`config.mk`:
```
export PLATFORM = sky130hd
export DESIGN_NAME = dxt_block_color_decoder_unit
export DESIGN_NICKNAME = d
export VERILOG_FILES = /design/src/rtl/dbcd_pkg.sv /design/src/rtl/dbcd_front.sv /design/src/rtl/dbcd_queue.sv /design/src/rtl/dbcd_back.sv /design/src/rtl/dxt_block_color_decoder_unit.sv
export SDC_FILE = /design/constraint.sdc
export NUM_CORES = 1
export LEC_CHECK = 0
export BUFFER_PORTS_ARGS = -buffer_cell sky130_fd_sc_hd__buf_4
export CORE_MARGIN = 4
export CORE_UTILIZATION = 58
export CTS_BUF_LIST = sky130_fd_sc_hd__clkbuf_4 sky130_fd_sc_hd__clkbuf_8
export DETAILED_ROUTE_END_ITERATION = 10
export PLACE_DENSITY = 0.79
export SYNTH_ARGS = -nofsm -noshare
export SYNTH_HDL_FRONTEND = slang
export SYNTH_SLANG_ARGS = --single-unit
```
`constraint.sdc`:
```
create_clock -name clock -period 5.3 [get_ports clock]
set_input_delay 0 -clock clock [delete_from_list [all_inputs] [get_ports clock]]
set_output_delay 0 -clock clock [all_outputs]
set_load 0.05 [all_outputs]
```
`src/rtl/dbcd_pkg.sv`:
```
// Shared types and constants for the BC1 color sub-block decoder.
// No dependencies; imported by every module of the decoder.
`timescale 1ns / 1ps
`default_nettype none
package dbcd_pkg;

   localparam int PixelCount = 16;
   localparam int PixelBits  = $clog2(PixelCount);
   localparam int QueueDepth = 2;
   localparam int QueuePtrBits = $clog2(QueueDepth);

   typedef logic [15:0]          color_type;
   typedef logic [31:0]          index_word_type;
   typedef logic [PixelBits-1:0] pixel_num_type;
   typedef logic [7:0]           channel_type;

   // Decoded sub-block: four-entry palette plus the raw index word.
   typedef struct packed {
      color_type [3:0] palette;
      index_word_type  index_bits;
   } block_type;

endpackage
`default_nettype wire

```
`src/rtl/dbcd_front.sv`:
```
// Front end: accepts a compressed sub-block and builds its four-color palette.
// Depends on dbcd_pkg.
`timescale 1ns / 1ps
`default_nettype none
module dbcd_front (
   input  wire logic                    clock,
   input  wire logic                    reset,
   input  wire logic                    req_valid,
   output logic                         req_stall,
   input  wire dbcd_pkg::color_type      req_first_color,
   input  wire dbcd_pkg::color_type      req_second_color,
   input  wire dbcd_pkg::index_word_type req_index_bits,
   output logic                         blk_valid,
   output dbcd_pkg::block_type           blk_data,
   input  wire logic                    blk_ready
);
   import dbcd_pkg::*;

   // x / 3 for x up to 189, via multiply by reciprocal 171/512.
   function automatic logic [5:0] div3(input logic [7:0] x);
      logic [16:0] prod;
      prod = 17'(x) * 17'd171;
      return prod[14:9];
   endfunction

   logic       valid_ff, valid_in;
   block_type  block_ff, block_in;
   logic       accept;
   logic       greater;
   logic [4:0] r0, r1, b0, b1;
   logic [5:0] g0, g1;
   logic [5:0] a_r, a_g, a_b, b_r, b_g, b_b;
   color_type  mix_a, mix_b;

   assign req_stall = valid_ff && !blk_ready;
   assign accept    = req_valid && !req_stall;

   always_comb begin
      r0 = req_first_color[15:11];
      g0 = req_first_color[10:5];
      b0 = req_first_color[4:0];
      r1 = req_second_color[15:11];
      g1 = req_second_color[10:5];
      b1 = req_second_color[4:0];
      a_r = div3({2'b0, r0, 1'b0} + 8'(r1));
      a_g = div3({1'b0, g0, 1'b0} + 8'(g1));
      a_b = div3({2'b0, b0, 1'b0} + 8'(b1));
      b_r = div3(8'(r0) + {2'b0, r1, 1'b0});
      b_g = div3(8'(g0) + {1'b0, g1, 1'b0});
      b_b = div3(8'(b0) + {2'b0, b1, 1'b0});
      greater = req_first_color > req_second_color;
      if (greater) begin
         mix_a = {a_r[4:0], a_g, a_b[4:0]};
         mix_b = {b_r[4:0], b_g, b_b[4:0]};
      end else begin
         mix_a = {5'((6'(r0) + 6'(r1)) >> 1),
                  6'((7'(g0) + 7'(g1)) >> 1),
                  5'((6'(b0) + 6'(b1)) >> 1)};
         mix_b = '0;
      end
   end

   always_comb begin
      valid_in = valid_ff;
      block_in = block_ff;
      if (accept) begin
         valid_in = 1'b1;
         block_in.palette    = {mix_b, mix_a, req_second_color, req_first_color};
         block_in.index_bits = req_index_bits;
      end else if (blk_ready) begin
         valid_in = 1'b0;
      end
   end

   always_ff @(posedge clock) begin
      if (reset) begin
         valid_ff <= 1'b0;
      end else begin
         valid_ff <= valid_in;
      end
      block_ff <= block_in;
   end

   assign blk_valid = valid_ff;
   assign blk_data  = block_ff;

endmodule
`default_nettype wire

```
`src/rtl/dbcd_queue.sv`:
```
// Two-entry queue of decoded sub-blocks between front and back ends.
// Depends on dbcd_pkg.
`timescale 1ns / 1ps
`default_nettype none
module dbcd_queue (
   input  wire logic                clock,
   input  wire logic                reset,
   input  wire logic                push_valid,
   output logic                     push_ready,
   input  wire dbcd_pkg::block_type push_data,
   output logic                     pop_valid,
   input  wire logic                pop,
   output dbcd_pkg::block_type      pop_data
);
   import dbcd_pkg::*;

   localparam int CountBits = $clog2(QueueDepth + 1);

   block_type                entry_ff [QueueDepth];
   logic [QueuePtrBits-1:0]  wr_ptr_ff, wr_ptr_in;
   logic [QueuePtrBits-1:0]  rd_ptr_ff, rd_ptr_in;
   logic [CountBits-1:0]     count_ff, count_in;
   logic                     do_push, do_pop;

   assign push_ready = count_ff != CountBits'(QueueDepth);
   assign pop_valid  = count_ff != '0;
   assign pop_data   = entry_ff[rd_ptr_ff];
   assign do_push    = push_valid && push_ready;
   assign do_pop     = pop && pop_valid;

   always_comb begin
      wr_ptr_in = wr_ptr_ff;
      rd_ptr_in = rd_ptr_ff;
      count_in  = count_ff;
      if (do_push) begin
         wr_ptr_in = (wr_ptr_ff == QueuePtrBits'(QueueDepth - 1)) ? '0 : wr_ptr_ff + 1'b1;
      end
      if (do_pop) begin
         rd_ptr_in = (rd_ptr_ff == QueuePtrBits'(QueueDepth - 1)) ? '0 : rd_ptr_ff + 1'b1;
      end
      if (do_push && !do_pop) begin
         count_in = count_ff + 1'b1;
      end else if (do_pop && !do_push) begin
         count_in = count_ff - 1'b1;
      end
   end

   always_ff @(posedge clock) begin
      if (reset) begin
         wr_ptr_ff <= '0;
         rd_ptr_ff <= '0;
         count_ff  <= '0;
      end else begin
         wr_ptr_ff <= wr_ptr_in;
         rd_ptr_ff <= rd_ptr_in;
         count_ff  <= count_in;
      end
      if (do_push) begin
         entry_ff[wr_ptr_ff] <= push_data;
      end
   end

endmodule
`default_nettype wire

```
`src/rtl/dbcd_back.sv`:
```
// Back end: walks the sixteen indices of a decoded sub-block into a registered
// response stage, one pixel per cycle unless rsp_stall holds it. Depends on dbcd_pkg.
`timescale 1ns / 1ps
`default_nettype none
module dbcd_back (
   input  wire logic                   clock,
   input  wire logic                   reset,
   input  wire logic                   blk_valid,
   output logic                        blk_pop,
   input  wire dbcd_pkg::block_type    blk_data,
   output logic                        rsp_valid,
   input  wire logic                   rsp_stall,
   output dbcd_pkg::pixel_num_type     rsp_pixel_number,
   output dbcd_pkg::channel_type       rsp_red,
   output dbcd_pkg::channel_type       rsp_green,
   output dbcd_pkg::channel_type       rsp_blue,
   output logic                        rsp_last_pixel
);
   import dbcd_pkg::*;

   logic            busy_ff, busy_in;
   pixel_num_type   cnt_ff, cnt_in;
   color_type [3:0] pal_ff, pal_in;
   index_word_type  idx_ff, idx_in;
   logic            out_valid_ff, out_valid_in;
   pixel_num_type   out_num_ff, out_num_in;
   channel_type     out_r_ff, out_r_in, out_g_ff, out_g_in, out_b_ff, out_b_in;
   logic            out_last_ff, out_last_in;
   logic            advance, emit, done;
   color_type       raw;

   assign advance = !out_valid_ff || !rsp_stall;
   assign emit    = advance && busy_ff;
   assign done    = emit && (cnt_ff == pixel_num_type'(PixelCount - 1));
   assign blk_pop = blk_valid && (!busy_ff || done);
   assign raw     = pal_ff[idx_ff[31:30]];

   always_comb begin
      busy_in      = busy_ff;
      cnt_in       = cnt_ff;
      pal_in       = pal_ff;
      idx_in       = idx_ff;
      out_valid_in = out_valid_ff;
      out_num_in   = out_num_ff;
      out_r_in     = out_r_ff;
      out_g_in     = out_g_ff;
      out_b_in     = out_b_ff;
      out_last_in  = out_last_ff;
      if (advance) begin
         out_valid_in = busy_ff;
      end
      if (emit) begin
         out_num_in  = cnt_ff;
         out_r_in    = {raw[15:11], 3'b000};
         out_g_in    = {raw[10:6], 3'b000};
         out_b_in    = {raw[4:0], 3'b000};
         out_last_in = cnt_ff == pixel_num_type'(PixelCount - 1);
         cnt_in      = cnt_ff + 1'b1;
         idx_in      = {idx_ff[29:0], 2'b00};
         if (done) begin
            busy_in = 1'b0;
         end
      end
      if (blk_pop) begin
         busy_in = 1'b1;
         cnt_in  = '0;
         pal_in  = blk_data.palette;
         idx_in  = blk_data.index_bits;
      end
   end

   always_ff @(posedge clock) begin
      if (reset) begin
         busy_ff      <= 1'b0;
         cnt_ff       <= '0;
         out_valid_ff <= 1'b0;
      end else begin
         busy_ff      <= busy_in;
         cnt_ff       <= cnt_in;
         out_valid_ff <= out_valid_in;
      end
      pal_ff      <= pal_in;
      idx_ff      <= idx_in;
      out_num_ff  <= out_num_in;
      out_r_ff    <= out_r_in;
      out_g_ff    <= out_g_in;
      out_b_ff    <= out_b_in;
      out_last_ff <= out_last_in;
   end

   assign rsp_valid        = out_valid_ff;
   assign rsp_pixel_number = out_num_ff;
   assign rsp_red          = out_r_ff;
   assign rsp_green        = out_g_ff;
   assign rsp_blue         = out_b_ff;
   assign rsp_last_pixel   = out_last_ff;

endmodule
`default_nettype wire

```
`src/rtl/dxt_block_color_decoder_unit.sv`:
```
// BC1 (DXT1) 4x4 color sub-block decoder, top level.
// Instantiates dbcd_front, dbcd_queue and dbcd_back; depends on dbcd_pkg.
`timescale 1ns / 1ps
`default_nettype none
// Each request carries one compressed sub-block and yields sixteen pixel
// responses in raster order, one per cycle while rsp_stall is low, with
// last_pixel set on the sixteenth; the back-end pixel sequencer sets the
// sustained request rate. A request is registered in the front end, a queue
// entry and the back end before its first pixel. A two-entry queue behind the
// palette stage lets new requests be taken while the previous one streams out.
module dxt_block_color_decoder_unit (
   input  wire logic                    clock,
   input  wire logic                    reset,
   input  wire logic                    req_valid,
   output logic                         req_stall,
   input  wire dbcd_pkg::color_type      req_first_color,
   input  wire dbcd_pkg::color_type      req_second_color,
   input  wire dbcd_pkg::index_word_type req_index_bits,
   output logic                         rsp_valid,
   input  wire logic                    rsp_stall,
   output dbcd_pkg::pixel_num_type       rsp_pixel_number,
   output dbcd_pkg::channel_type         rsp_red,
   output dbcd_pkg::channel_type         rsp_green,
   output dbcd_pkg::channel_type         rsp_blue,
   output logic                         rsp_last_pixel
);
   import dbcd_pkg::*;

   logic      front_valid, front_ready;
   block_type front_data;
   logic      q_valid, q_pop;
   block_type q_data;

   dbcd_front u_front (
      .clock            (clock),
      .reset            (reset),
      .req_valid        (req_valid),
      .req_stall        (req_stall),
      .req_first_color  (req_first_color),
      .req_second_color (req_second_color),
      .req_index_bits   (req_index_bits),
      .blk_valid        (front_valid),
      .blk_data         (front_data),
      .blk_ready        (front_ready)
   );

   dbcd_queue u_queue (
      .clock      (clock),
      .reset      (reset),
      .push_valid (front_valid),
      .push_ready (front_ready),
      .push_data  (front_data),
      .pop_valid  (q_valid),
      .pop        (q_pop),
      .pop_data   (q_data)
   );

   dbcd_back u_back (
      .clock            (clock),
      .reset            (reset),
      .blk_valid        (q_valid),
      .blk_pop          (q_pop),
      .blk_data         (q_data),
      .rsp_valid        (rsp_valid),
      .rsp_stall        (rsp_stall),
      .rsp_pixel_number (rsp_pixel_number),
      .rsp_red          (rsp_red),
      .rsp_green        (rsp_green),
      .rsp_blue         (rsp_blue),
      .rsp_last_pixel   (rsp_last_pixel)
   );

endmodule
`default_nettype wire
```
# Word-level counts from Yosys, hierarchy flattened
# Memories as Yosys holds them, arrays and structs flattened. A register that Yosys moved wholly into a read port is not among the register bits.
# Index checks and enable logic that the tools add are counted.
# word_totals
wordCells	90
ram_bits	192
input_bits	68
regBits	223
output_inout_bits	31
mem_count	1
# classes
n_lt_le_gt_ge	2
eq_ne	2
mul	6
n_reduce_logical	25
muxes	18
n_addsub	14
# memory_table
memory	depth	word_bits	rd	rd_ports_with_merged_regs	wr	line_no	source
u_queue.entry_ff	2	96	1	1	1	dbcd_queue.sv:19	block_type entry_ff [QueueDepth];
# ops
operator	n
2-to-1 mux 32 bit	2
multiplier 8 x 8 -> 14 bit, second input constant	4
binary-select mux 16 bit (select 2 bit)	1
2-to-1 mux 16 bit	2
multiplier 8 x 8 -> 15 bit, second input constant	2
> comparator 16 bit	1
adder 5 x 6 -> 7 bit	2
adder 6 x 5 -> 7 bit	2
adder 5 x 5 -> 6 bit	2
2-to-1 mux 1 bit	11
nonzero test 2 bit	5
logical AND 1 bit	9
adder 6 x 7 -> 8 bit	1
adder 7 x 6 -> 8 bit	1
adder 6 x 6 -> 7 bit	1
logical NOT 1 bit	7
adder 4 x 1 -> 4 bit, second input constant	1
equality test 4 bit, second input constant	1
2-to-1 mux 2 bit	2
< comparator 2 x 3 -> 1 bit, second input constant	1
adder 1 bit, second input constant	2
adder 2 x 1 -> 2 bit, second input constant	1
logical OR 1 bit	2
!= test 2 bit, second input constant	1
3 further kinds	3

# Depth between registers and ports, before layout
# logic_depth
word_depth	10
mapped_depth	20
depth_no_buf	20

# Cells and area by module
# A second synthesis with hierarchy kept.
# unflattened
hier_cells	1526
area_unflattened_um2	22703.0
# by_module_without_submodules
mod	area_each_um2	cells_each	instances
dbcd_front	10771.6	992	1
dbcd_queue	7350.8	323	1
dbcd_back	4580.6	211	1

# Worst setup path before layout
# No wires, ideal clock.
# synth_timing
kind	reg-to-reg
from	reg u_queue.count_ff[0]
to	reg u_front.block_ff, in the netlist u_front.blk_data[0] (enable)
synth_period_minus_slack_ns	5.418
arrival_time_ns	4.866
path_buffers	0
setup_slack_ns	-0.118
path_stages_with_launch	4
setup_ns	0.552
cell_sequence	dfxtp_1 -> nand2b_1 -> nor2_1 -> nor2b_1
# synth_between
elab_chain_len	5
# synth_rtl
item	line_no	source
from (decl)	dbcd_queue.sv:22	logic [CountBits-1:0] count_ff, count_in;
from (signal assigned)	dbcd_queue.sv:56	count_ff <= count_in;
!= test 2 bit	dbcd_queue.sv:25	assign push_ready = count_ff != CountBits'(QueueDepth);
logical NOT 1 bit	dbcd_front.sv:35	assign req_stall = valid_ff && !blk_ready;
logical AND 1 bit	dbcd_front.sv:35	
named net req_stall	dxt_block_color_decoder_unit.sv:15	output logic req_stall,
logical NOT 1 bit	dbcd_front.sv:36	assign accept = req_valid && !req_stall;
logical AND 1 bit	dbcd_front.sv:36	
named net u_front.accept	dbcd_front.sv:28	logic accept;
to (signal assigned)	dbcd_front.sv:81	block_ff <= block_in;
to (decl)	dbcd_front.sv:27	block_type block_ff, block_in;
# The timed path passes the listed nets, and every way through them passes these cells.
# A chain may end at the register's enable or synchronous reset.

# Final worst setup path
# layout_timing
from	in req_first_color[2]
to	reg u_front.block_ff, in the netlist u_front.blk_data[84] (data pin)
# layout_between
elab_chain_len	2
word_cells_on_any_way	3
# layout_rtl
item	line_no	source
from (decl)	dxt_block_color_decoder_unit.sv:16	input wire dbcd_pkg::color_type req_first_color,
adder 5 x 6 -> 7 bit	dbcd_front.sv:50	b_b = div3(8'(b0) + {2'b0, b1, 1'b0});
multiplier 8 x 8 -> 14 bit	dbcd_front.sv:22	prod = 17'(x) * 17'd171;
# Parallel ways exist; a longest one is shown, timed or not.

==> impl_metrics.ini <==
[clocking]
clkSlewWorstSetupHoldPaths_ns = 0.06
tritoncts.num_buffers = 56
cts.sinks = 400
cts_tree = yes
worst_skew_pair.late_latency_ns = 0.57
cts_setup_buffers = 0
number_of_levels_the_h_tree_was_split_into = 2
clk_path_buf_depth = 3
clk_root_buffer_cell = clkbuf_8

[timing]
fin_crit_sh = 0.947
hold_viol = 0
fin_hold_ws_ns = 0.146
fmax_ghz = 0.199
rsz0062_at_grt = no
worst_clock_skew_ns = 0.0288
drv_slew = 0
finalSetupTns_ns = 0
relative_slew_margins = 0.332
setup_violations = 0
postLayoutSetupSlackWorst_ns = 0.279
transition_time_at_the_pin_with_the_least_slew_margin_ns = 0.999
layout_min_cycle_time_ns = 5.02

[worst_hold_path]
min_path_type = in -> reg
hold_path.startpoint = req_index_bits[18]

[finish]
finalNetCount = 2131
layout-drive-gt1-share = 0.162
flow.area_growth_from_synthesis_pct = 14.0
final_util = 0.671

[global_route]
grt_usage = 0.195
global_route.overflow_total = 0
antenna_found_initial = 1
grt_pass1_vias = 12800
grt_max_degree = 91
grt_pass1_wl_mm = 64.5

[floorplanning]
die_h_um = 201
design.portCount = 99
core_um2 = 36700
chipWidth_um = 201
placement_rows = 70
initial_core_util = 0.589
floorplan.die_area_um2 = 40400

[placement]
count_of_input_and_output_buffers = 89
placement.setup.worst_slack_ns = 0.215
routabilityCongestion = 0.824
post_dp_hpwl_mm = 27.4

[logic_synthesis]
ys.flop_type = edfxtp_1
postSynthAreaPerCell_um2 = 14.2
yosysWarnings = 0
netlist_area_um2 = 21600
netlist_instances = 1522
synth_edf_count = 388
postSynthRegisterBits = 400
postSynth.asyncResetShare = 0
synth_cell_type_count = 66
synth-seq-area-share = 0.550

[critical_path]
critical_path_class = in -> reg
cp-start-kind = input port
startpoint_of_the_lowest_slack_register_to_register_path = u_back.cnt_ff[0]
wp_data_arrival_ns = 5.34
worstSetupStartpoint = req_first_color[2]
crit_path_top_delay_cell = dlygate4sd3_1
critical_path_required_ns = 5.62
worstPathCellList = dlygate4sd3_1 > buf_4 > ha_1 > a21o_1 > a21oi_1 > o21ai_0 > ha_1 > inv_1 > fa_1 > fa_1 > inv_1 > fa_1 > ha_1 > and3_1 > a221o_1 > or2_4 > a311oi_2 > mux2_2
critical_path_peak_fanout = 6
cp_slowest_stage_delay_ns = 0.53
critical-path-top-delay-family = adder cells
worstSetupEndpointType = register
critical_path.n_buffers_inverters = 4

[detailed_routing]
routed_wire_length_per_instance_um = 17.6
antenna_violating_nets_post_route = 0
detailroute.via_count = 12200
drt_first_iter_violations = 585
route.final.wire_length_mm = 39.3
detail_route.vias_per_cell = 5.45
detail_route.drc_violations = 0
drt_pre_antenna_iters = 5

[power]
total_leakage_power_nw = 10.3
powerDensity_nw_per_um2 = 510
irDropWorstVdd_v = 0.000296

[job]
drv.max_cap_violation_count = 0

[run_status]
outcome = completed
[power breakdown]
part	leakage, nW	total (W)	internal [W]	switching [W]
sequential	3.75	0.00487	0.00453	0.000335
clock	0.575	0.00229	0.00123	0.00106
combinational	5.99	0.00540	0.00231	0.00309
total	10.3	0.0126	0.00807	0.00448
[cells in the mapped netlist, types with 6 or more instances]
master	instances	area share
buf_1	6	0.0010
nand3_1	10	0.0023
a21oi_1	77	0.018
fa_1	66	0.061
clkbuf_1	12	0.0021
edfxtp_1	388	0.54
a21o_1	17	0.0059
buf_2	7	0.0016
nor3_1	17	0.0039
buf_4	10	0.0035
xor2_1	18	0.0073
o21a_1	8	0.0028
nand4_1	9	0.0026
nand2_1	35	0.0061
xnor2_1	47	0.019
o21ai_0	21	0.0049
and3_1	6	0.0017
inv_1	201	0.035
o211ai_1	7	0.0024
o31ai_1	6	0.0021
dfxtp_1	12	0.011
o21bai_1	9	0.0031
mux2_2	61	0.032
mux2i_1	38	0.018
mux4_2	15	0.016
ha_1	272	0.16
nor2_1	75	0.013
[metal layers]
| layer | wire length (µm) | share of wire | track usage |
|---|---|---|---|
| met3 | 1660 | 0.042 | 0.0218 |
| met1 | 17400 | 0.44 | 0.268 |
| met4 | 464 | 0.012 | 0.0376 |
| met5 | 0 | 0 | 0 |
| met2 | 19800 | 0.50 | 0.341 |
[final cells by class]
type                       count  area, µm²
tap                          468        586
multi-input combinational    894       8860
sequential                   400      11900
inverter                     201        757
antenna                        1       2.50
fill                        2465      12100
clock buffer                  70        882
timing repair buffer         172       1460
clock inverter                28        196
[path summary, 6_finish.rpt]
path,slack [ns],end,cells past startpoint
worst max-delay path,0.28,u_front.blk_data[84],18
worst min-delay path,0.15,u_front.blk_data[18],2
worst max register to register,2.46,u_back.pal_ff[42],7
worst min register to register,0.42,u_queue.entry_ff[0][62],0
[kinds of logic (layout without fill, tap and decap cells)]
group           after synthesis  count (layout)  share of synthesized area
other cells                   1              10                   0.000173
mux                         114             114                     0.0650
fa+ha+maj                   338             338                      0.219
flops                       400             400                      0.550
xor+xnor                     66              66                     0.0274
compound gates              183             183                     0.0559
buf+inv                     236             471                     0.0431
simple gates                184             184                     0.0397
[sequential cells by signal, indices dropped and copies added, names as in the netlist, 2 cells and up, named ones only]
name                     flops
u_back.cnt_ff                4
u_queue.entry_ff           184
u_back.rsp_blue              5
u_back.rsp_pixel_number      4
u_back.rsp_green             5
u_front.blk_data            92
u_back.pal_ff               60
u_back.rsp_red               5
u_queue.count_ff             2
u_back.idx_ff               32
[metrics by stage]
stage	cell area [µm²]	total power [W]	cells
3_5_place_dp	22900	0.0103	2068
6_report	24600	0.0126	2234
2_1_floorplan	21600	0.00893	1530
4_1_cts	24600	0.0127	2233
3_3_place_gp	22900	0.0100	2068
5_1_grt	24600	0.0136	2234
[placed cells by master, fill, tap and decap left out, types with 10 or more instances in the layout]
master | netlist | routed
dlygate4sd3_1 | 0 | 67
nand2_1 | 35 | 35
o21ai_0 | 21 | 20
mux4_2 | 15 | 15
clkinv_1 | 0 | 15
ha_1 | 272 | 272
a21o_1 | 17 | 17
xnor2_1 | 47 | 47
clkbuf_4 | 0 | 13
mux2i_1 | 38 | 38
a21oi_1 | 77 | 76
mux2_2 | 61 | 61
edfxtp_1 | 388 | 388
fa_1 | 66 | 66
xor2_1 | 18 | 18
nand3_1 | 10 | 10
buf_4 | 10 | 105
clkinv_2 | 0 | 10
inv_1 | 201 | 200
nor3_1 | 17 | 17
dfxtp_1 | 12 | 11
clkbuf_8 | 0 | 57
nor2_1 | 75 | 74
[timing repair]
action	4_1_cts	5_1_grt
hold buffers	67	0
gates resized for setup	0	4
hold endpoints to repair	75	0
setup endpoints to repair	0	4
(Power assumes the default switching activity.)
